<file path="src/hw/rtl/wpp_pkg.sv">
package wpp_pkg;

  typedef enum logic [2:0] {
    PH_RIFF = 3'd0,
    PH_SIZE = 3'd1,
    PH_WAVE = 3'd2,
    PH_HDR  = 3'd3,
    PH_FMT  = 3'd4,
    PH_DATA = 3'd5,
    PH_SKIP = 3'd6,
    PH_PAD  = 3'd7
  } wpp_phase_t;

  typedef enum logic [3:0] {
    ST_RUNNING      = 4'd0,
    ST_DONE_OK      = 4'd1,
    ST_NOT_RIFF     = 4'd2,
    ST_NOT_WAVE     = 4'd3,
    ST_NOT_PCM      = 4'd4,
    ST_BAD_CHANNELS = 4'd5,
    ST_BAD_RATE     = 4'd6,
    ST_BAD_BITS     = 4'd7,
    ST_DATA_NO_FMT  = 4'd8,
    ST_SECOND_DATA  = 4'd9,
    ST_NO_DATA      = 4'd10,
    ST_FMT_SHORT    = 4'd11
  } wpp_status_t;

  localparam logic [31:0] TAG_RIFF       = 32'h4646_4952;
  localparam logic [31:0] TAG_WAVE       = 32'h4556_4157;
  localparam logic [31:0] TAG_FMT        = 32'h2074_6D66;
  localparam logic [31:0] TAG_DATA       = 32'h6174_6164;
  localparam logic [15:0] AUDIO_FMT_PCM  = 16'd1;
  localparam logic [15:0] PCM_BITS       = 16'd16;
  localparam logic [31:0] FMT_MIN_SIZE   = 32'd16;
  localparam logic [31:0] RATE_RESET     = 32'd44100;

  // One request from the parser to the frame builder.
  typedef struct packed {
    logic        is_data;   // data chunk byte
    logic [7:0]  data_byte;
    logic        stereo;
    logic        restart;   // drop any partial frame after this request
    logic        emit;      // request carries a final or error status
    wpp_status_t status;
  } wpp_op_t;

endpackage

</file>
<file path="src/hw/rtl/wav_pcm16_stream_parser.sv">
// WAV PCM16 stream parser.
// Input queue port: one file byte per request on in_data_byte, with
// in_last_byte marking the final byte of a file. A byte is taken when
// in_push is high and in_full is low. The parser checks the RIFF/WAVE
// header, walks and skips chunks, validates fmt against the rate held in
// the cfg_data register (written on cfg_valid, cfg_ready is always high),
// and turns data bytes into stereo Q1.15 frames (mono is duplicated).
// Result queue port: a result waits on the out_ ports while out_empty is
// low and leaves on out_pop. A result appears for each finished frame,
// for each detected error, and for the last byte of a file that had no
// error before it. Throughput is one byte per clock while in_full is low.
// A result passes through a small request queue, which the parser writes,
// and a one-entry output register, which the frame builder fills from it.
// When out_pop stays low the builder stops only on requests that yield a
// result; the queue then fills and in_full rises.
// Reset (rst_n low, synchronous) empties both queues, restarts parsing
// at the RIFF tag and sets the required rate to 44100 Hz.
module wav_pcm16_stream_parser #(
  parameter int QUEUE_DEPTH = 4
) (
  input  logic               clk,
  input  logic               rst_n,
  input  logic               in_push,
  output logic               in_full,
  input  logic [7:0]         in_data_byte,
  input  logic               in_last_byte,
  output logic               out_empty,
  input  logic               out_pop,
  output logic               out_has_frame,
  output logic signed [15:0] out_left_sample,
  output logic signed [15:0] out_right_sample,
  output logic [3:0]         out_status,
  input  logic               cfg_valid,
  output logic               cfg_ready,
  input  logic [31:0]        cfg_data
);
  import wpp_pkg::*;

  wpp_op_t op, q_op;
  logic    op_valid;
  logic    q_full, q_empty, q_pop;

  assign cfg_ready = 1'b1;
  assign in_full   = q_full;

  wpp_front u_front (
    .clk          (clk),
    .rst_n        (rst_n),
    .in_push      (in_push),
    .in_data_byte (in_data_byte),
    .in_last_byte (in_last_byte),
    .q_full       (q_full),
    .cfg_valid    (cfg_valid && cfg_ready),
    .cfg_data     (cfg_data),
    .op_valid     (op_valid),
    .op           (op)
  );

  wpp_queue #(
    .DEPTH (QUEUE_DEPTH)
  ) u_queue (
    .clk   (clk),
    .rst_n (rst_n),
    .wr_en (op_valid),
    .wr_op (op),
    .full  (q_full),
    .rd_en (q_pop),
    .rd_op (q_op),
    .empty (q_empty)
  );

  wpp_back u_back (
    .clk              (clk),
    .rst_n            (rst_n),
    .q_empty          (q_empty),
    .q_op             (q_op),
    .q_pop            (q_pop),
    .out_pop          (out_pop),
    .out_empty        (out_empty),
    .out_has_frame    (out_has_frame),
    .out_left_sample  (out_left_sample),
    .out_right_sample (out_right_sample),
    .out_status       (out_status)
  );

endmodule

</file>
<file path="src/hw/rtl/wpp_front.sv">
module wpp_front (
  input  logic            clk,
  input  logic            rst_n,
  input  logic            in_push,
  input  logic [7:0]      in_data_byte,
  input  logic            in_last_byte,
  input  logic            q_full,
  input  logic            cfg_valid,
  input  logic [31:0]     cfg_data,
  output logic            op_valid,
  output wpp_pkg::wpp_op_t op
);
  import wpp_pkg::*;

  wpp_phase_t  phase_r, phase_nxt;
  logic [4:0]  fcnt_r, fcnt_nxt;
  logic [31:0] shift_r, shift_nxt;
  logic [31:0] tag_r, tag_nxt;
  logic [31:0] remain_r, remain_nxt;
  logic        fmt_seen_r, fmt_seen_nxt;
  logic        data_seen_r, data_seen_nxt;
  logic        stereo_r, stereo_nxt;
  logic        err_r, err_nxt;
  logic        pad_r, pad_nxt;
  logic [31:0] rate_r;

  logic        accept;
  logic [31:0] ws;
  logic [4:0]  fcnt_inc;
  logic [31:0] remain_dec;
  logic [15:0] hi;
  wpp_status_t err_code;
  logic        has_err;
  logic        chunk_end;
  wpp_status_t last_status;

  assign accept     = in_push && !q_full;
  assign ws         = {in_data_byte, shift_r[31:8]};
  assign hi         = ws[31:16];
  assign fcnt_inc   = fcnt_r + 5'd1;
  assign remain_dec = remain_r - 32'd1;

  always_comb begin
    phase_nxt     = phase_r;
    fcnt_nxt      = fcnt_r;
    shift_nxt     = shift_r;
    tag_nxt       = tag_r;
    remain_nxt    = remain_r;
    fmt_seen_nxt  = fmt_seen_r;
    data_seen_nxt = data_seen_r;
    stereo_nxt    = stereo_r;
    err_nxt       = err_r;
    pad_nxt       = pad_r;
    err_code      = ST_RUNNING;
    chunk_end     = 1'b0;
    last_status   = ST_RUNNING;

    if (!err_r) begin
      unique case (phase_r)
        PH_RIFF, PH_SIZE, PH_WAVE: begin
          shift_nxt = ws;
          fcnt_nxt  = fcnt_inc;
          if (fcnt_inc >= 5'd4) begin
            fcnt_nxt = '0;
            if (phase_r == PH_RIFF) begin
              if (ws != TAG_RIFF) err_code = ST_NOT_RIFF;
              else phase_nxt = PH_SIZE;
            end else if (phase_r == PH_SIZE) begin
              phase_nxt = PH_WAVE;
            end else begin
              if (ws != TAG_WAVE) err_code = ST_NOT_WAVE;
              else phase_nxt = PH_HDR;
            end
          end
        end
        PH_HDR: begin
          shift_nxt = ws;
          fcnt_nxt  = fcnt_inc;
          if (fcnt_inc == 5'd4) tag_nxt = ws;
          if (fcnt_inc >= 5'd8) begin
            // open the chunk named by the stored tag
            remain_nxt = ws;
            pad_nxt    = ws[0];
            fcnt_nxt   = '0;
            if (tag_r == TAG_FMT) begin
              if (ws < FMT_MIN_SIZE) err_code = ST_FMT_SHORT;
              else phase_nxt = PH_FMT;
            end else if (tag_r == TAG_DATA) begin
              if (data_seen_r) err_code = ST_SECOND_DATA;
              else if (!fmt_seen_r) err_code = ST_DATA_NO_FMT;
              else begin
                data_seen_nxt = 1'b1;
                phase_nxt     = PH_DATA;
              end
            end else begin
              phase_nxt = PH_SKIP;
            end
            if (err_code == ST_RUNNING && ws == '0) begin
              phase_nxt = ws[0] ? PH_PAD : PH_HDR;
              pad_nxt   = 1'b0;
            end
          end
        end
        PH_FMT: begin
          shift_nxt = ws;
          if (fcnt_r < 5'd16) fcnt_nxt = fcnt_inc;
          if (fcnt_r == 5'd1 && hi != AUDIO_FMT_PCM) begin
            err_code = ST_NOT_PCM;
          end else if (fcnt_r == 5'd3) begin
            if (hi != 16'd1 && hi != 16'd2) err_code = ST_BAD_CHANNELS;
            else stereo_nxt = (hi == 16'd2);
          end else if (fcnt_r == 5'd7 && ws != rate_r) begin
            err_code = ST_BAD_RATE;
          end else if (fcnt_r == 5'd15) begin
            if (hi != PCM_BITS) err_code = ST_BAD_BITS;
            else fmt_seen_nxt = 1'b1;
          end
          if (err_code == ST_RUNNING) begin
            remain_nxt = remain_dec;
            chunk_end  = (remain_dec == '0);
          end
        end
        PH_DATA, PH_SKIP: begin
          remain_nxt = remain_dec;
          chunk_end  = (remain_dec == '0);
        end
        PH_PAD: begin
          phase_nxt = PH_HDR;
        end
      endcase

      if (chunk_end) begin
        phase_nxt = pad_r ? PH_PAD : PH_HDR;
        pad_nxt   = 1'b0;
        fcnt_nxt  = '0;
      end
    end

    has_err = (err_code != ST_RUNNING);
    if (has_err) err_nxt = 1'b1;

    if (phase_nxt == PH_RIFF) last_status = ST_NOT_RIFF;
    else if (phase_nxt inside {PH_SIZE, PH_WAVE}) last_status = ST_NOT_WAVE;
    else last_status = data_seen_nxt ? ST_DONE_OK : ST_NO_DATA;

    // re-arm for the next file on its last byte
    if (in_last_byte) begin
      phase_nxt     = PH_RIFF;
      fcnt_nxt      = '0;
      shift_nxt     = '0;
      tag_nxt       = '0;
      remain_nxt    = '0;
      fmt_seen_nxt  = 1'b0;
      data_seen_nxt = 1'b0;
      stereo_nxt    = 1'b1;
      err_nxt       = 1'b0;
      pad_nxt       = 1'b0;
    end
  end

  always_comb begin
    op.is_data   = (phase_r == PH_DATA);
    op.data_byte = in_data_byte;
    op.stereo    = stereo_r;
    op.restart   = chunk_end || in_last_byte;
    op.emit      = has_err || in_last_byte;
    op.status    = has_err ? err_code : last_status;
    op_valid     = accept && !err_r &&
                   ((phase_r == PH_DATA) || has_err || in_last_byte);
  end

  always_ff @(posedge clk) begin
    if (!rst_n) begin
      phase_r     <= PH_RIFF;
      fcnt_r      <= '0;
      shift_r     <= '0;
      tag_r       <= '0;
      remain_r    <= '0;
      fmt_seen_r  <= 1'b0;
      data_seen_r <= 1'b0;
      stereo_r    <= 1'b1;
      err_r       <= 1'b0;
      pad_r       <= 1'b0;
    end else if (accept) begin
      phase_r     <= phase_nxt;
      fcnt_r      <= fcnt_nxt;
      shift_r     <= shift_nxt;
      tag_r       <= tag_nxt;
      remain_r    <= remain_nxt;
      fmt_seen_r  <= fmt_seen_nxt;
      data_seen_r <= data_seen_nxt;
      stereo_r    <= stereo_nxt;
      err_r       <= err_nxt;
      pad_r       <= pad_nxt;
    end
  end

  always_ff @(posedge clk) begin
    if (!rst_n) begin
      rate_r <= RATE_RESET;
    end else if (cfg_valid) begin
      rate_r <= cfg_data;
    end
  end

endmodule

</file>
<file path="src/hw/rtl/wpp_queue.sv">
module wpp_queue #(
  parameter int DEPTH = 4
) (
  input  logic             clk,
  input  logic             rst_n,
  input  logic             wr_en,
  input  wpp_pkg::wpp_op_t wr_op,
  output logic             full,
  input  logic             rd_en,
  output wpp_pkg::wpp_op_t rd_op,
  output logic             empty
);
  import wpp_pkg::*;

  localparam int PW = (DEPTH > 1) ? $clog2(DEPTH) : 1;
  localparam int CW = $clog2(DEPTH + 1);
  localparam logic [PW-1:0] LAST_PTR = PW'(DEPTH - 1);
  localparam logic [CW-1:0] FULL_CNT = CW'(DEPTH);

  wpp_op_t       mem_r [DEPTH];
  logic [PW-1:0] wp_r, wp_nxt;
  logic [PW-1:0] rp_r, rp_nxt;
  logic [CW-1:0] cnt_r, cnt_nxt;
  logic          do_wr, do_rd;

  assign full  = (cnt_r == FULL_CNT);
  assign empty = (cnt_r == '0);
  assign do_wr = wr_en && !full;
  assign do_rd = rd_en && !empty;
  assign rd_op = mem_r[rp_r];

  always_comb begin
    wp_nxt  = wp_r;
    rp_nxt  = rp_r;
    cnt_nxt = cnt_r;
    if (do_wr) wp_nxt = (wp_r == LAST_PTR) ? '0 : wp_r + PW'(1);
    if (do_rd) rp_nxt = (rp_r == LAST_PTR) ? '0 : rp_r + PW'(1);
    if (do_wr && !do_rd) cnt_nxt = cnt_r + CW'(1);
    else if (do_rd && !do_wr) cnt_nxt = cnt_r - CW'(1);
  end

  always_ff @(posedge clk) begin
    if (!rst_n) begin
      wp_r  <= '0;
      rp_r  <= '0;
      cnt_r <= '0;
    end else begin
      wp_r  <= wp_nxt;
      rp_r  <= rp_nxt;
      cnt_r <= cnt_nxt;
    end
  end

  always_ff @(posedge clk) begin
    if (do_wr) mem_r[wp_r] <= wr_op;
  end

endmodule

</file>
<file path="src/hw/rtl/wpp_back.sv">
module wpp_back (
  input  logic               clk,
  input  logic               rst_n,
  input  logic               q_empty,
  input  wpp_pkg::wpp_op_t   q_op,
  output logic               q_pop,
  input  logic               out_pop,
  output logic               out_empty,
  output logic               out_has_frame,
  output logic signed [15:0] out_left_sample,
  output logic signed [15:0] out_right_sample,
  output logic [3:0]         out_status
);
  import wpp_pkg::*;

  logic [1:0]  pos_r, pos_nxt;
  logic [7:0]  low_r, low_nxt;
  logic [15:0] left_r, left_nxt;
  logic        valid_r;
  logic        frame_r;
  logic [15:0] lv_r, rv_r;
  wpp_status_t st_r;

  logic        frame;
  logic [15:0] smp;
  logic [15:0] lv;
  logic        produces;
  logic        slot_free;

  assign smp = {q_op.data_byte, low_r};

  always_comb begin
    pos_nxt  = pos_r;
    low_nxt  = low_r;
    left_nxt = left_r;
    frame    = 1'b0;
    lv       = smp;
    if (q_op.is_data) begin
      if (!pos_r[0]) begin
        low_nxt = q_op.data_byte;
        pos_nxt = pos_r + 2'd1;
      end else if (q_op.stereo && pos_r == 2'd1) begin
        left_nxt = smp;
        pos_nxt  = 2'd2;
      end else begin
        frame   = 1'b1;
        lv      = q_op.stereo ? left_r : smp;
        pos_nxt = 2'd0;
      end
    end
    // drop a partial frame at chunk end or file end
    if (q_op.restart) pos_nxt = 2'd0;
  end

  assign produces  = frame || q_op.emit;
  assign slot_free = !valid_r || out_pop;
  assign q_pop     = !q_empty && (!produces || slot_free);

  always_ff @(posedge clk) begin
    if (!rst_n) begin
      pos_r   <= '0;
      low_r   <= '0;
      left_r  <= '0;
      valid_r <= 1'b0;
    end else begin
      if (q_pop) begin
        pos_r  <= pos_nxt;
        low_r  <= low_nxt;
        left_r <= left_nxt;
      end
      if (q_pop && produces) valid_r <= 1'b1;
      else if (out_pop) valid_r <= 1'b0;
    end
  end

  always_ff @(posedge clk) begin
    if (q_pop && produces) begin
      frame_r <= frame;
      lv_r    <= frame ? lv : 16'd0;
      rv_r    <= frame ? smp : 16'd0;
      st_r    <= q_op.emit ? q_op.status : ST_RUNNING;
    end
  end

  assign out_empty        = !valid_r;
  assign out_has_frame    = frame_r;
  assign out_left_sample  = lv_r;
  assign out_right_sample = rv_r;
  assign out_status       = st_r;

endmodule

</file>
<file path="config.mk">
export PLATFORM = sky130hd
export DESIGN_NAME = wav_pcm16_stream_parser
export DESIGN_NICKNAME = d
export VERILOG_FILES = /design/src/hw/rtl/wpp_pkg.sv /design/src/hw/rtl/wav_pcm16_stream_parser.sv /design/src/hw/rtl/wpp_front.sv /design/src/hw/rtl/wpp_queue.sv /design/src/hw/rtl/wpp_back.sv
export SDC_FILE = /design/constraint.sdc
export NUM_CORES = 1
export LEC_CHECK = 0
export BUFFER_PORTS_ARGS = -buffer_cell sky130_fd_sc_hd__buf_2
export CELL_PAD_IN_SITES_DETAIL_PLACEMENT = 1
export CELL_PAD_IN_SITES_GLOBAL_PLACEMENT = 1
export CORE_MARGIN = 2
export CORE_UTILIZATION = 48
export CTS_CLUSTER_DIAMETER = 50
export CTS_CLUSTER_SIZE = 16
export DETAILED_ROUTE_END_ITERATION = 16
export PLACE_DENSITY = 0.77
export SYNTH_ARGS = -nofsm -noshare
export SYNTH_HDL_FRONTEND = slang
export SYNTH_SLANG_ARGS = --single-unit
</file>
<file path="constraint.sdc">
create_clock -name clk -period 5.26 [get_ports clk]
set_clock_uncertainty 0.1 [all_clocks]
set_input_delay 1.052 -clock clk [delete_from_list [all_inputs] [get_ports clk]]
set_output_delay 1.052 -clock clk [all_outputs]
set_load 0.1 [all_outputs]
</file>
; After elaboration in Yosys (flattened, before gate mapping)
; Memory sizes are Yosys's and may differ from the RTL's. A register that Yosys moved wholly into a read port is not among the register bits.
; Cells that the tools add are included.
[totals]
inputBits = 46
regBits = 212
output_inout_bits = 40
n_memories = 1
mem_bits_rw = 64
wordCells = 256
[mem_list]
columns = name, words, word_bits, rd, rd_ports_with_merged_regs, write_ports, line_no
row1 = u_queue.mem_r, 4, 16, 1, 1, 1, wpp_queue.sv:20  ; wpp_op_t mem_r [DEPTH];
[op_classes]
bitwise_logic = 1
add_sub_neg = 7
eq_ne = 36
mux = 120
order_cmp = 4
n_reduce_logical = 65
[ops]
columns = cell, n
row1 = $mux W32, 11
row2 = $pmux W32 S3, 1
row3 = $mux W4, 23
row4 = $logic_not A32 Y1, 2
row5 = $mux W16, 4
row6 = $ne A32 B31 Y1 const B, 2
row7 = $mux W3, 21
row8 = $mux W1, 40
row9 = $eq A32 B30 Y1 const B, 1
row10 = $eq A32 B31 Y1 const B, 1
row11 = $lt A32 B5 Y1 const B, 1
row12 = $ne A32 B32 Y1, 1
row13 = $sub A32 B1 Y32 const B, 1
row14 = $mux W5, 6
row15 = $reduce_bool A2 Y1, 11
row16 = $mux W2, 10
row17 = $eq A16 B2 Y1 const B, 1
row18 = $ne A16 B1 Y1 const B, 1
row19 = $ne A16 B2 Y1 const B, 1
row20 = $ne A16 B5 Y1 const B, 1
row21 = $reduce_and A4 Y1, 4
row22 = $eq A3 B3 Y1 const B, 5
row23 = $pmux W5 S3, 1
row24 = $logic_and A1 B1 Y1, 14
row25 = other kinds (37), 69

; Logic depth before layout (Yosys ltp)
; Gate-level depths: netlist of the first run.
[depth]
ltp_word = 19
ltp_mapped = 17
ltp_nobuf = 16

; Cells and area by module
; A second synthesis of the first run with hierarchy kept.
[hier_totals]
cells_unflattened = 1352
hier_area_um2 = 13102.6
[modules_own_cells]
columns = mod, seq_area_each_um2, cells_each, instances, area_per_inst_um2
row1 = wpp_front, 2662.6, 978, 1, 7623.6
row2 = wpp_queue, 2102.0, 135, 1, 2827.7
row3 = wpp_back, 1651.6, 237, 1, 2640.0
row4 = wav_pcm16_stream_parser, 0.0, 2, 1, 11.3

; Least setup slack after synthesis of the first run
; OpenSTA, ideal clock, no wires.
[synth_path]
kind = reg-to-reg
start = register u_queue.cnt_r[0]
end = register u_queue.cnt_r[2]
setup_ps = 76
path_buffers = 0
period_less_slack_ps = 4697
slack_ps = 563
arrival_time_ps = 4522
stages_incl_launch_ff = 12
required_ps = 5084
cell_sequence = dfxtp_1 -> nor3b_1 -> nor2b_1 -> nand2b_1 -> a31o_2 -> inv_1 -> ha_1 -> inv_1 -> fa_1 -> xor2_1 -> or3_1 -> a21boi_0
[synth_via]
elab_chain_len = 9
word_cells_on_any_way = 19
cone_classes = add/sub: 2 / eq/ne: 1 / mux: 2 / reduce/logical: 14
[synth_lines]
columns = element, line_no
row1 = from (decl), wpp_queue.sv:23  ; logic [CW-1:0] cnt_r, cnt_nxt;
row2 = from (signal assigned), wpp_queue.sv:50  ; cnt_r <= cnt_nxt;
row3 = $eq A3 B3 Y1 (*), wpp_queue.sv:26  ; assign full = (cnt_r == FULL_CNT);
row4 = via in_full, wav_pcm16_stream_parser.sv:24  ; output logic in_full,
row5 = $logic_not A1 Y1 (*), "wpp_front.sv:37, wpp_queue.sv:28"
row6 = $logic_and A1 B1 Y1, wpp_front.sv:37  ; assign accept = in_push && !q_full;
row7 = $logic_and A1 B1 Y1 (2 in series), wpp_front.sv:168  ; op_valid = accept && !err_r &&
row8 = $logic_and A1 B1 Y1 (*), wpp_queue.sv:28  ; assign do_wr = wr_en && !full;
row9 = via u_queue.do_wr, wpp_queue.sv:24  ; logic do_wr, do_rd;
row10 = $logic_not A1 Y1, wpp_queue.sv:39  ; else if (do_rd && !do_wr) cnt_nxt = cnt_r - CW'(1);
row11 = $logic_and A1 B1 Y1, wpp_queue.sv:39
row12 = $reduce_bool A2 Y1 (no line), --
; The timed path passes the listed nets; every way through them passes the cells marked *. The select of a mux whose other input is x is not followed.
; A chain may end at the register's enable or synchronous reset.

; Worst setup path in the final report of the first run
[layout_path]
start = input in_data_byte[4]
end = register u_queue.cnt_r[2]
[layout_via]
elab_chain_len = 18
word_cells_on_any_way = 41
cone_classes = order compare: 1 / eq/ne: 6 / mux: 22 / reduce/logical: 12
[layout_lines]
columns = element, line_no
row1 = from (decl), wav_pcm16_stream_parser.sv:25  ; input logic [7:0] in_data_byte,
row2 = branches (longest 8 deep; another with $lt A32 B5 Y1), --
row3 = $pmux W4 S3 (*), wpp_front.sv:59  ; unique case (phase_r)
row4 = $mux W4 (*), wpp_front.sv:58  ; if (!err_r) begin
row5 = $reduce_bool A4 Y1 (*), wpp_front.sv:139  ; has_err = (err_code != ST_RUNNING);
row6 = $logic_or A1 B1 Y1 (*) (2 in series), wpp_front.sv:169  ; ((phase_r == PH_DATA) || has_err || in_last_byte);
row7 = $logic_and A1 B1 Y1 (*), wpp_front.sv:168
row8 = $logic_and A1 B1 Y1 (*), wpp_queue.sv:28
row9 = via u_queue.do_wr, wpp_queue.sv:24
row10 = $logic_not A1 Y1, wpp_queue.sv:39
row11 = $logic_and A1 B1 Y1, wpp_queue.sv:39
row12 = $reduce_bool A2 Y1 (no line), --
; Mark *: on every way through the listed nets, which the timed path passes. The select of a mux whose other input is x is not followed.

==> results of run 1 <==
[critical path, cell delays in order]
cell	delay, ns
buf_2	0.13
or4_1	0.56
or4_1	0.58
nor2_1	0.20
and2_1	0.18
o21ai_0	0.20
and2_1	0.22
a31o_2	0.27
inv_1	0.13
ha_1	0.21
inv_1	0.06
fa_1	0.38
xor2_1	0.18
or3_1	0.31
a21boi_0	0.16
[power by group through the flow]
stage	clock network (mW)	registers, mW	logic (mW)
after floorplan	0	3.42	0.868
after global placement	0	2.62	2.11
after detailed placement	0	2.64	2.16
after CTS	2.22	2.60	2.17
after global routing	2.30	2.62	2.28
final	2.18	2.59	2.15
[cell type report]
cell class	instances	area share, %
Antenna cell	1	0.0168
Clock buffer	38	5.60
Clock inverter	20	1.41
Inverter	20	0.505
Multi-Input combinational cell	933	41.9
Sequential cell	270	43.2
Tap cell	341	2.87
Timing Repair Buffer	118	4.56
[Yosys cell counts, types with 4 or more instances]
cell	number
or4_1	17
nor4_1	24
o21a_1	6
a21oi_1	52
nor4b_1	4
nand2_1	177
mux2i_1	60
a31oi_1	4
o32ai_1	6
nor3b_1	6
and4_1	4
edfxtp_1	101
and2_1	34
clkbuf_1	71
mux4_2	16
a31o_2	4
buf_2	5
dfxtp_1	169
ha_1	11
nand2b_1	6
nor2b_1	90
buf_1	10
nand4b_1	4
xor2_1	38
a21boi_0	73
nor2_1	68
o211ai_1	4
nor4bb_1	6
o21ai_0	36
nand3_1	23
nand4_1	15
a21o_1	4
a311oi_1	8
nor3_1	24
o221a_2	31
or2_2	4
xnor2_1	5
inv_1	20
o31ai_1	6
or3_1	22
[routing by layer]
layer	wire length [µm]	track usage, %	vias to the layer above
met5	0	0	-
met4	1970	13.8	0
li1	-	-	4880
met1	15900	32.3	5140
met3	1490	3.41	100
met2	19000	47.8	243
[logic make-up after synthesis]
logic type / after synthesis
other cells: 1
mux: 76
fa+ha+maj: 12
xor+xnor: 43
flops: 270
buf+inv: 109
compound gates: 262
simple gates: 539
[flip-flops by register name (all words and copies together), names as in the netlist, 2 cells and up, named ones only]
name and cells:
u_front.tag_r 32, u_queue.rp_r 2, u_back.out_left_sample 16, u_front.shift_r 24, u_front.fcnt_r 5, u_front.rate_r 32, u_back.pos_r 2, u_front.remain_r 32
u_back.out_status 4, u_queue.cnt_r 3, u_back.low_r 8, u_queue.wp_r 2, u_queue.mem_r 64, u_back.out_right_sample 16, u_back.left_r 16, u_front.phase_r 3
[per-stage QoR]
stage	setup WS, ns	cells	util, %
CTS	0.812	1740	55.4
finish	0.792	1741	55.5
floorplan	0.563	1312	-
global placement	0.383	1682	51.6
detailed placement	0.257	1682	51.6
global route	0.524	1740	55.4
[worst max-delay path by stage]
stage                       endpoint  slack [ns]             start  depth (start not counted)
global placement    u_queue.cnt_r[2]        0.38   in_data_byte[3]                         15
global route        u_queue.cnt_r[2]        0.52   in_data_byte[4]                         15
finish              u_queue.cnt_r[2]        0.79   in_data_byte[4]                         15
detailed placement  u_queue.cnt_r[2]        0.26   in_data_byte[4]                         15
floorplan           u_queue.cnt_r[2]        0.56  u_queue.cnt_r[0]                         11
CTS                 u_queue.cnt_r[2]        0.81   in_data_byte[4]                         15
==> out/metrics.yaml, run 1 <==
clock_network:
  cts.htree.levels: 1
  hold_buffers: 0
  cts_setup_buffers: 0
  root_buffer: "clkbuf_16"
  cts_tree: "yes"
  clock-sinks: 270
  cts_resized: 0
  cts_buffers: 31
  clk_latency_ns: 0.57
  clk_pin_slew_worst_paths_ns: 0.06
  cts_buffer_depth: 3
detailed_routing:
  vias_per_cell: 5.95
  num_vias: 10400
  drc: 0
  wl_per_cell_um: 22.0
  drt_pre_antenna_iters: 5
  drtIter0Drc: 774
  detail-route-antenna-nets: 0
  drt-total-wl_um: 38400
power_and_ir_drop:
  internal_power_mw: 4.22
  p_per_area_nw_per_um2: 466
  p_clk_share_pct: 31.5
  leakagePower_nw: 5.58
  ir_drop_mv: 0.236
  sw_frac_of_total_pct: 39.1
  switchingPower_mw: 2.71
  p_seq_share_pct: 37.4
  finalPower_mw: 6.93
  power_frac_comb_pct: 31.1
sta:
  relSlewSlack_pct: 30.5
  timing.hold.ws_ns: 0.364
  hold_viol: 0
  tns_ns: 0
  slew_viol_final: 0
  grt_setup_unrepaired: "false"
  finalSetupViolCount: 0
  fmax_mhz: 224
  min_period_ns: 4.47
  worstMarginPinSlew_ns: 1.04
  finalCritPeriodShare_pct: 84.9
global_route:
  antenna_found_initial: 2
  grt_max_degree: 99
  grt_pass1_vias: 10800
  grt.total_usage_pct: 27.0
  grt_overflow_total: 0
  grt_first_pass_wirelength_um: 60300
critical_path:
  crit_path_start_kind: "input port"
  rr_startpoint: "u_front.remain_r[0]"
  r2r_slack_ns: 0.86
  crit_arrival_ns: 4.85
  required_ns: 5.64
  r2r_cells: 9
  r2r-end: "u_queue.mem_r[0][0]"
  critPathKind: "in2reg"
  path_max_fanout: 5
  crit_path_end_kind: "flip-flop"
yosys:
  avgSynthCellArea_um2: 9.95
  synth_nets: 1370
  synth_top_area_share_pct: 25.9
  synth_area_um2: 13100
  syn_inst: 1312
  synth_edf_count: 101
  synth_seq_cells: 270
  ys.flop_type: "dfxtp_1"
  synth_fa_ha_area_share_pct: 1.21
  synth_top_area_cell: "dfxtp_1"
  synth_top_family_by_area: "simple AND/OR/NAND/NOR gates"
  seq_area_frac_synth_pct: 49.2
  synth_compound_area_share_pct: 14.6
  ys_types: 70
  synthTopCellsByArea: "dfxtp_1 (26%), edfxtp_1 (23%), nand2_1 (5.1%)"
  synth_xor_xnor_area_share_pct: 2.89
  synthMuxAreaShare_pct: 7.36
  yosysWarnings: 0
  yosys.area_share.simple_pct: 21.5
  ys_async_sr_fraction_pct: 0
layout:
  nFillCells: 2947
  syn_to_final_growth_pct: 13.9
  final_layout_size_suffix_gt1_share_pct: 16.7
  most-common-layout-cells: "nand2_1 (177), dfxtp_1 (169), edfxtp_1 (101)"
  layout_commonest_cell: "nand2_1"
  design_area_um2: 14900
  regArea_um2: 6420
  fin_nets: 1432
  multiInputGateArea_um2: 6220
floorplanning:
  start_util_pct: 48.7
  die_y_um: 169
  core_um2: 26800
  dieArea_um2: 28500
  die_x_um: 169
  rows: 60
  io-pin-count: 86
placement:
  port_buffers: 84
  placed_area_um2: 13800
  gp_congestion: 0.870
  dpl.hpwl_um: 26400
worst_hold_path:
  holdPathEnd: "u_front.tag_r[2]"
  hp-class: "reg2reg"
  hold-path-cell-count: 2
  holdCritStartpoint: "u_front.tag_r[2]"
status:
  status: "finished clean"
flow_run:
  drv_cap: 0
Power figures use the tool's default switching activity.
==> run 2: changes to the inputs <==
==> constraint.sdc (replaced) <==
create_clock -name clk -period 4.4 [get_ports clk]
set_clock_uncertainty 0.1 [all_clocks]
set_input_delay 0.88 -clock clk [delete_from_list [all_inputs] [get_ports clk]]
set_output_delay 0.88 -clock clk [all_outputs]
set_load 0.1 [all_outputs]
==> run 2 against run 1 <==
Effect of this change:
- critical path depth is 5 lower
- design area is 2.4% higher
- via count is 1.7% higher
- sequential share of layout area is 0.99 points lower
- highest routed layer is now met5
==> out/metrics.yaml, run 2 (synthesis gave the netlist of run 1 again) <==
status:
  status: "finished clean"  # unchanged
global_route:
  grt_max_degree: 58  # was 99
  grt_pass1_vias: 11000  # was 10800
  antenna_found_initial: 2  # unchanged
  grt_first_pass_wirelength_um: 61500  # was 60300 µm
  grt_overflow_total: 0  # unchanged
  grt.total_usage_pct: 27.3  # was 27.0%
sta:
  finalSetupViolCount: 0  # unchanged
  hold_viol: 0  # unchanged
  worstMarginPinSlew_ns: 0.971  # was 1.04 ns
  min_period_ns: 4.20
  finalCritPeriodShare_pct: 95.4
  relSlewSlack_pct: 35.2  # was 30.5%
  grt_setup_unrepaired: "false"  # unchanged
  fmax_mhz: 238
  slew_viol_final: 0  # unchanged
critical_path:
  crit_path_start_kind: "flip-flop"  # was input port
  path_max_fanout: 8  # was 5
  slowest_delay_ns: 0.69  # was 0.58 ns
  required_ns: 4.62  # was 5.64 ns
  r2r_slack_ns: 0.20  # was 0.86 ns
  crit_start: "u_front.remain_r[4]"  # was in_data_byte[4]
  rr_startpoint: "u_front.remain_r[4]"  # was u_front.remain_r[0]
  path_depth: 10  # was 15
  r2r_cells: 10  # was 9
  r2r-end: "u_queue.mem_r[3][0]"  # was u_queue.mem_r[0][0]
  cp_top_family: "simple AND/OR/NAND/NOR gates"  # unchanged
  critPathKind: "reg2reg"  # was in2reg
  critPathSlowestCell: "or4_1"  # unchanged
  crit_path_end_kind: "flip-flop"  # unchanged
  cp_num_buf_inv: 1  # was 3
  cpMostUsedCell: "or4_1"
  crit_arrival_ns: 4.42  # was 4.85 ns
  crit_end: "u_queue.mem_r[3][0]"  # was u_queue.cnt_r[2]
  worstPathCellList: "or4_1 > or4_1 > buf_4 > nor4_1 > xnor2_1 > nand4_1 > or4_4 > o22ai_2 > a21oi_1 > o31ai_1"  # was buf_2 > or4_1 > or4_1 > nor2_1 > and2_1 > o21ai_0 > and2_1 > a31o_2 > inv_1 > ha_1 > inv_1 > fa_1 > xor2_1 > or3_1 > a21boi_0
clock_network:
  clock-sinks: 270  # unchanged
  root_buffer: "clkbuf_16"  # unchanged
  cts.htree.levels: 1  # unchanged
  cts_tree: "yes"  # unchanged
  clk_pin_slew_worst_paths_ns: 0.06  # about the same
  cts_buffers: 31  # unchanged
  clk_latency_ns: 0.58  # was 0.57 ns
  hold_buffers: 0  # unchanged
  cts_buffer_depth: 3  # unchanged
power_and_ir_drop:
  ir_drop_mv: 0.317  # was 0.236 mV
  leakagePower_nw: 5.78  # was 5.58 nW
  finalPower_mw: 8.53  # was 6.93 mW
  p_per_area_nw_per_um2: 561  # was 466 nW/µm²
layout:
  syn_to_final_growth_pct: 16.6  # was 13.9%
  final_layout_size_suffix_gt1_share_pct: 19.2  # was 16.7%
  most-common-layout-cells: "nand2_1 (177), dfxtp_1 (168), edfxtp_1 (101)"  # was nand2_1 (177), dfxtp_1 (169), edfxtp_1 (101)
  final_cell_count_no_fill: 1773  # was 1741
  diodes: 0  # was 1
  regMostFlops: "u_queue.mem_r"  # unchanged
  largest_reg_flops: 64  # unchanged
  fin_nets: 1466  # was 1432
  layout_commonest_cell: "nand2_1"  # unchanged
detailed_routing:
  detail-route-antenna-nets: 0  # unchanged
  drc: 0  # unchanged
  drt_pre_antenna_iters: 5  # unchanged
  drt-total-wl_um: 38700  # was 38400 µm
  wl_per_cell_um: 21.8  # was 22.0 µm
  drtIter0Drc: 848  # was 774
  num_vias: 10500  # was 10400
  vias_per_cell: 5.94  # was 5.95
floorplanning:
  rows: 60  # unchanged
  die_x_um: 169  # unchanged
  core_um2: 26800  # unchanged
  io-pin-count: 86  # unchanged
  start_util_pct: 48.7  # unchanged
  die_y_um: 169  # unchanged
  dieArea_um2: 28500  # unchanged
placement:
  port_buffers: 84  # unchanged
  dpl.hpwl_um: 27500  # was 26400 µm
  gp_congestion: 0.873  # was 0.870
  dp_cells: 1716  # was 1682
flow_run:
  drv_cap: 0  # unchanged
worst_hold_path:
  hp-class: "reg2reg"  # unchanged
## run 2: what timing repair did
| action | CTS | global route |
|---|---|---|
| buffers inserted | 0 | 0 |
| endpoints found under the setup margin | 0 | 5 |
| hold endpoints to repair | 0 | 0 |
| gates resized for setup | 0 | 3 |
## run 2: cell type report
class | count | area [µm²]
tap | 341 | 427
timing repair buffer | 152 | 933
clock buffer | 31 | 776
sequential | 270 | 6420
inverter | 20 | 75.1
multi-input combinational | 933 | 6240
fill | 2956 | 11600
clock inverter | 26 | 348
## run 2: stage by stage
step | TNS, ns | setup slack [ns] | util (%) | instance area (µm²) | hold slack (ns)
2_1_floorplan | 0 | 0.0877 | - | 13100 | 0.336
3_3_place_gp | -0.123 | -0.123 | 52.5 | 14100 | 0.344
3_5_place_dp | -1.01 | -0.244 | 52.5 | 14100 | 0.356
4_1_cts | 0 | 0.204 | 56.7 | 15200 | 0.364
5_1_grt | 0 | 0.00390 | 56.8 | 15200 | 0.384
6_report | 0 | 0.201 | 56.8 | 15200 | 0.360
## run 2: worst register-to-register path, cell delays in order (launching register included)
cell     delay (ns)
dfxtp_1        0.36
or4_1          0.57
or4_1          0.69
buf_4          0.22
nor4_1         0.29
xnor2_1        0.26
nand4_1        0.16
or4_4          0.55
o22ai_2        0.24
a21oi_1        0.11
o31ai_1        0.40
## run 2: how the worst min path moves through the flow
stage	start	to	depth (start not counted)
after global placement	u_front.tag_r[6]	u_front.tag_r[6]	2
after global routing	u_front.tag_r[14]	u_front.tag_r[14]	2
after CTS	u_front.tag_r[5]	u_front.tag_r[5]	2
after detailed placement	u_front.tag_r[5]	u_front.tag_r[5]	2
final	u_front.tag_r[5]	u_front.tag_r[5]	2
after floorplan	u_front.tag_r[2]	u_front.tag_r[2]	2
## run 2: layer usage
layer	up-vias	wire length [µm]	track usage, %
met5	-	13	0
li1	4946	-	-
met1	5245	16200	33.7
met2	263	19500	49.1
met4	2	1280	9.30
met3	79	1770	3.60
## run 2: where the power goes
| part | total, mW | switching [mW] | internal [mW] | leakage, nW |
|---|---|---|---|---|
| combinational | 2.62 | 1.97 | 0.657 | 2.93 |
| sequential | 3.11 | 0.177 | 2.93 | 2.31 |
| clock | 2.80 | 1.13 | 1.67 | 0.536 |
==> run 3: changes to the inputs <==
--- a/config.mk
+++ b/config.mk
@@ -5,15 +5,16 @@
 export SDC_FILE = /design/constraint.sdc
 export NUM_CORES = 1
 export LEC_CHECK = 0
+export ABC_AREA = 1
 export BUFFER_PORTS_ARGS = -buffer_cell sky130_fd_sc_hd__buf_2
 export CELL_PAD_IN_SITES_DETAIL_PLACEMENT = 1
 export CELL_PAD_IN_SITES_GLOBAL_PLACEMENT = 1
 export CORE_MARGIN = 2
-export CORE_UTILIZATION = 48
+export CORE_UTILIZATION = 46
 export CTS_CLUSTER_DIAMETER = 50
 export CTS_CLUSTER_SIZE = 16
 export DETAILED_ROUTE_END_ITERATION = 16
-export PLACE_DENSITY = 0.77
+export PLACE_DENSITY = 0.78
 export SYNTH_ARGS = -nofsm -noshare
 export SYNTH_HDL_FRONTEND = slang
 export SYNTH_SLANG_ARGS = --single-unit
==> run 3 against run 2 <==
Effect of this change:
- highest routed layer is now met4
- largest power group is now combinational cells
- flip-flop and latch count unchanged
- register-to-register slack better by 0.36 ns
- count of clock-buffer cells in the layout rose by 5
- power grew 16%
- critical path depth is 16 higher
- first-iteration DRC count grew 1.1%
- sequential power is 9.3% higher
==> out/metrics.yaml, run 3 <==
yosys:
  synth_area_um2: 13100  # about the same
  syn_inst: 1662  # was 1312
  synth.most_common_cell: "nor2_1"  # was nand2_1
  synthTopCellsByArea: "dfxtp_1 (26%), edfxtp_1 (23%), nor2_1 (8.0%)"  # was dfxtp_1 (26%), edfxtp_1 (23%), nand2_1 (5.1%)
  synth_fa_ha_area_share_pct: 1.21  # about the same
  synth_nets: 1720  # was 1370
  avgSynthCellArea_um2: 7.86  # was 9.95 µm²
  synth_top_area_share_pct: 25.9  # about the same
  yosysWarnings: 0  # unchanged
  synth_top_area_cell: "dfxtp_1"  # unchanged
  ys.flop_type: "dfxtp_1"  # unchanged
  synth_top_family_by_area: "simple AND/OR/NAND/NOR gates"  # unchanged
  ys_types: 48  # was 70
  synth_xor_xnor_area_share_pct: 2.62  # was 2.89%
  yosys.area_share.simple_pct: 23.5  # was 21.5%
  synth_compound_area_share_pct: 16.4  # was 14.6%
  synthMuxAreaShare_pct: 0  # was 7.36%
  synth_seq_cells: 270  # unchanged
  ys_async_sr_fraction_pct: 0  # unchanged
  synth_commonest_cells: "nor2_1 (279), nand2_1 (269), dfxtp_1 (169)"  # was nand2_1 (177), dfxtp_1 (169), edfxtp_1 (101)
  seq_area_frac_synth_pct: 49.1  # was 49.2%
  synth_edf_count: 101  # unchanged
floorplanning:
  rows: 61  # was 60
  io-pin-count: 86  # unchanged
  core_um2: 27900  # was 26800 µm²
  start_util_pct: 46.9  # was 48.7%
  die_y_um: 172  # was 169 µm
  dieArea_um2: 29700  # was 28500 µm²
  die_x_um: 172  # was 169 µm
power_and_ir_drop:
  finalPower_mw: 9.88  # was 8.53 mW
  ir_drop_mv: 0.327  # was 0.317 mV
  p_per_area_nw_per_um2: 663  # was 561 nW/µm²
  leakagePower_nw: 6.10  # was 5.78 nW
sta:
  hold_viol: 0  # unchanged
  grt_setup_unrepaired: "false"  # unchanged
  worstMarginPinSlew_ns: 1.00  # was 0.971 ns
  finalCritPeriodShare_pct: 87.2  # was 95.4%
  fmax_mhz: 261  # was 238 MHz
  timing.hold.ws_ns: 0.361  # was 0.360 ns
  relSlewSlack_pct: 33.0  # was 35.2%
  slew_viol_final: 0  # unchanged
  finalSetupViolCount: 0  # unchanged
  min_period_ns: 3.84  # was 4.20 ns
  tns_ns: 0  # unchanged
worst_hold_path:
  holdPathEnd: "u_front.tag_r[19]"  # was u_front.tag_r[5]
  holdCritStartpoint: "u_front.tag_r[19]"  # was u_front.tag_r[5]
  hp-class: "reg2reg"  # unchanged
  hold-path-cell-count: 2  # unchanged
global_route:
  grt_pass1_vias: 12200  # was 11000
  grt.total_usage_pct: 28.4  # was 27.3%
  antenna_found_initial: 0  # was 2
  grt_overflow_total: 0  # unchanged
  grt_max_degree: 96  # was 58
  grt_first_pass_wirelength_um: 65500  # was 61500 µm
detailed_routing:
  vias_per_cell: 5.58  # was 5.94
  drc: 0  # unchanged
  drt-total-wl_um: 41600  # was 38700 µm
  num_vias: 11900  # was 10500
  wl_per_cell_um: 19.5  # was 21.8 µm
  drt_pre_antenna_iters: 5  # unchanged
  drtIter0Drc: 857  # was 848
  detail-route-antenna-nets: 0  # unchanged
critical_path:
  critPathKind: "reg2reg"  # unchanged
  rr_startpoint: "u_front.fcnt_r[0]"  # was u_front.remain_r[4]
  r2r-end: "u_queue.cnt_r[2]"  # was u_queue.mem_r[3][0]
  path_max_fanout: 5  # was 8
  crit_path_end_kind: "flip-flop"  # unchanged
  r2r_cells: 26  # was 10
  crit_path_start_kind: "flip-flop"  # unchanged
  r2r_slack_ns: 0.56  # was 0.20 ns
  crit_arrival_ns: 4.15  # was 4.42 ns
  required_ns: 4.72  # was 4.62 ns
clock_network:
  cts_buffer_depth: 3  # unchanged
  root_buffer: "clkbuf_16"  # unchanged
  cts_resized: 0  # unchanged
  cts_tree: "yes"  # unchanged
  clk_latency_ns: 0.52  # was 0.58 ns
  cts_setup_buffers: 0  # unchanged
  clk_pin_slew_worst_paths_ns: 0.06  # about the same
  clock-sinks: 270  # unchanged
  cts.htree.levels: 2  # was 1
  cts_buffers: 34  # was 31
  hold_buffers: 0  # unchanged
layout:
  diodes: 0  # unchanged
  fin_nets: 1788  # was 1466
  layout_commonest_cell: "nor2_1"  # was nand2_1
  final_layout_size_suffix_gt1_share_pct: 11.8  # was 19.2%
  final_util_pct: 53.5  # was 56.8%
  most-common-layout-cells: "nor2_1 (279), nand2_1 (269), dfxtp_1 (169)"  # was nand2_1 (177), dfxtp_1 (168), edfxtp_1 (101)
  nFillCells: 3411  # was 2956
  syn_to_final_growth_pct: 14.1  # was 16.6%
  regMostFlops: "u_queue.mem_r"  # unchanged
  largest_reg_flops: 64  # unchanged
status:
  status: "finished clean"  # unchanged
placement:
  gp_congestion: 0.913  # was 0.873
  dpl.hpwl_um: 30100  # was 27500 µm
  port_buffers: 84  # unchanged
flow_run:
  drv_cap: 0  # unchanged
[run 3: final cells by class]
class	instances	area, µm²	area share (%)
clock inverters	23	226	1.52
clock buffers	36	890	5.97
inverters	168	636	4.27
well taps	378	473	3.17
multi-input cells	1155	5710	38.3
flip-flops and latches	270	6420	43.1
repair buffers	101	551	3.70
[run 3: cells by family after synthesis]
kind of cell             Yosys count
buffers and inverters            237
other                              1
AO/OA/AOI/OAI                    391
XOR/XNOR                          39
AND/OR/NAND/NOR                  712
flip-flops                       270
adder cells (fa/ha/maj)           12
[run 3: metrics by stage]
stage | cells | worst slack (ns) | area, µm²
finish | 2131 | 0.563 | 14900
global route | 2131 | 0.128 | 14900
global placement | 2072 | 0.396 | 13800
CTS | 2131 | 0.530 | 14900
floorplan | 1662 | 0.122 | 13100
detailed placement | 2072 | 0.164 | 13800
[run 3: worst max-delay path, cell delays in order (launching register included)]
cell and delay [ns]:
dfxtp_1 0.40, ha_1 0.24, nand2_1 0.09, nor2_1 0.10, ha_1 0.23, inv_1 0.07
nor2_1 0.06, nand2_1 0.16, nand2_1 0.11, inv_1 0.09, nand3_1 0.10, o21ai_1 0.18
a21oi_1 0.07, nand2_1 0.06, nand2_1 0.08, nand2_1 0.15, nor2_2 0.06, nand2_2 0.11
nand2_2 0.10, inv_2 0.10, ha_1 0.15, inv_1 0.07, fa_1 0.37, o21ai_0 0.17
a21o_1 0.12, o21ai_0 0.07, a21oi_1 0.14
[run 3: how the worst max path moves through the flow]
stage | depth (start not counted) | endpoint | from | slack, ns
final | 26 | u_queue.cnt_r[2] | u_front.fcnt_r[0] | 0.56
after global routing | 26 | u_queue.cnt_r[2] | u_front.fcnt_r[0] | 0.13
after CTS | 26 | u_queue.cnt_r[2] | u_front.fcnt_r[0] | 0.53
after detailed placement | 23 | u_queue.cnt_r[2] | in_data_byte[5] | 0.16
after global placement | 25 | u_queue.cnt_r[2] | in_data_byte[4] | 0.40
after floorplan | 13 | u_queue.cnt_r[2] | u_queue.cnt_r[0] | 0.12
[run 3: power by group]
part	switching (mW)	internal, mW	leakage, nW
Clock	1.17	1.57	0.541
Combinational	2.98	0.755	3.23
Sequential	0.272	3.12	2.33
Total	4.43	5.45	6.10
[run 3: metal layers]
metal	up-vias	wire (µm)	GRT usage, %
li1	5697	-	-
met1	5839	18100	35.8
met2	272	20300	49.7
met3	75	1850	3.50
met4	0	1410	10.6
met5	-	0	0
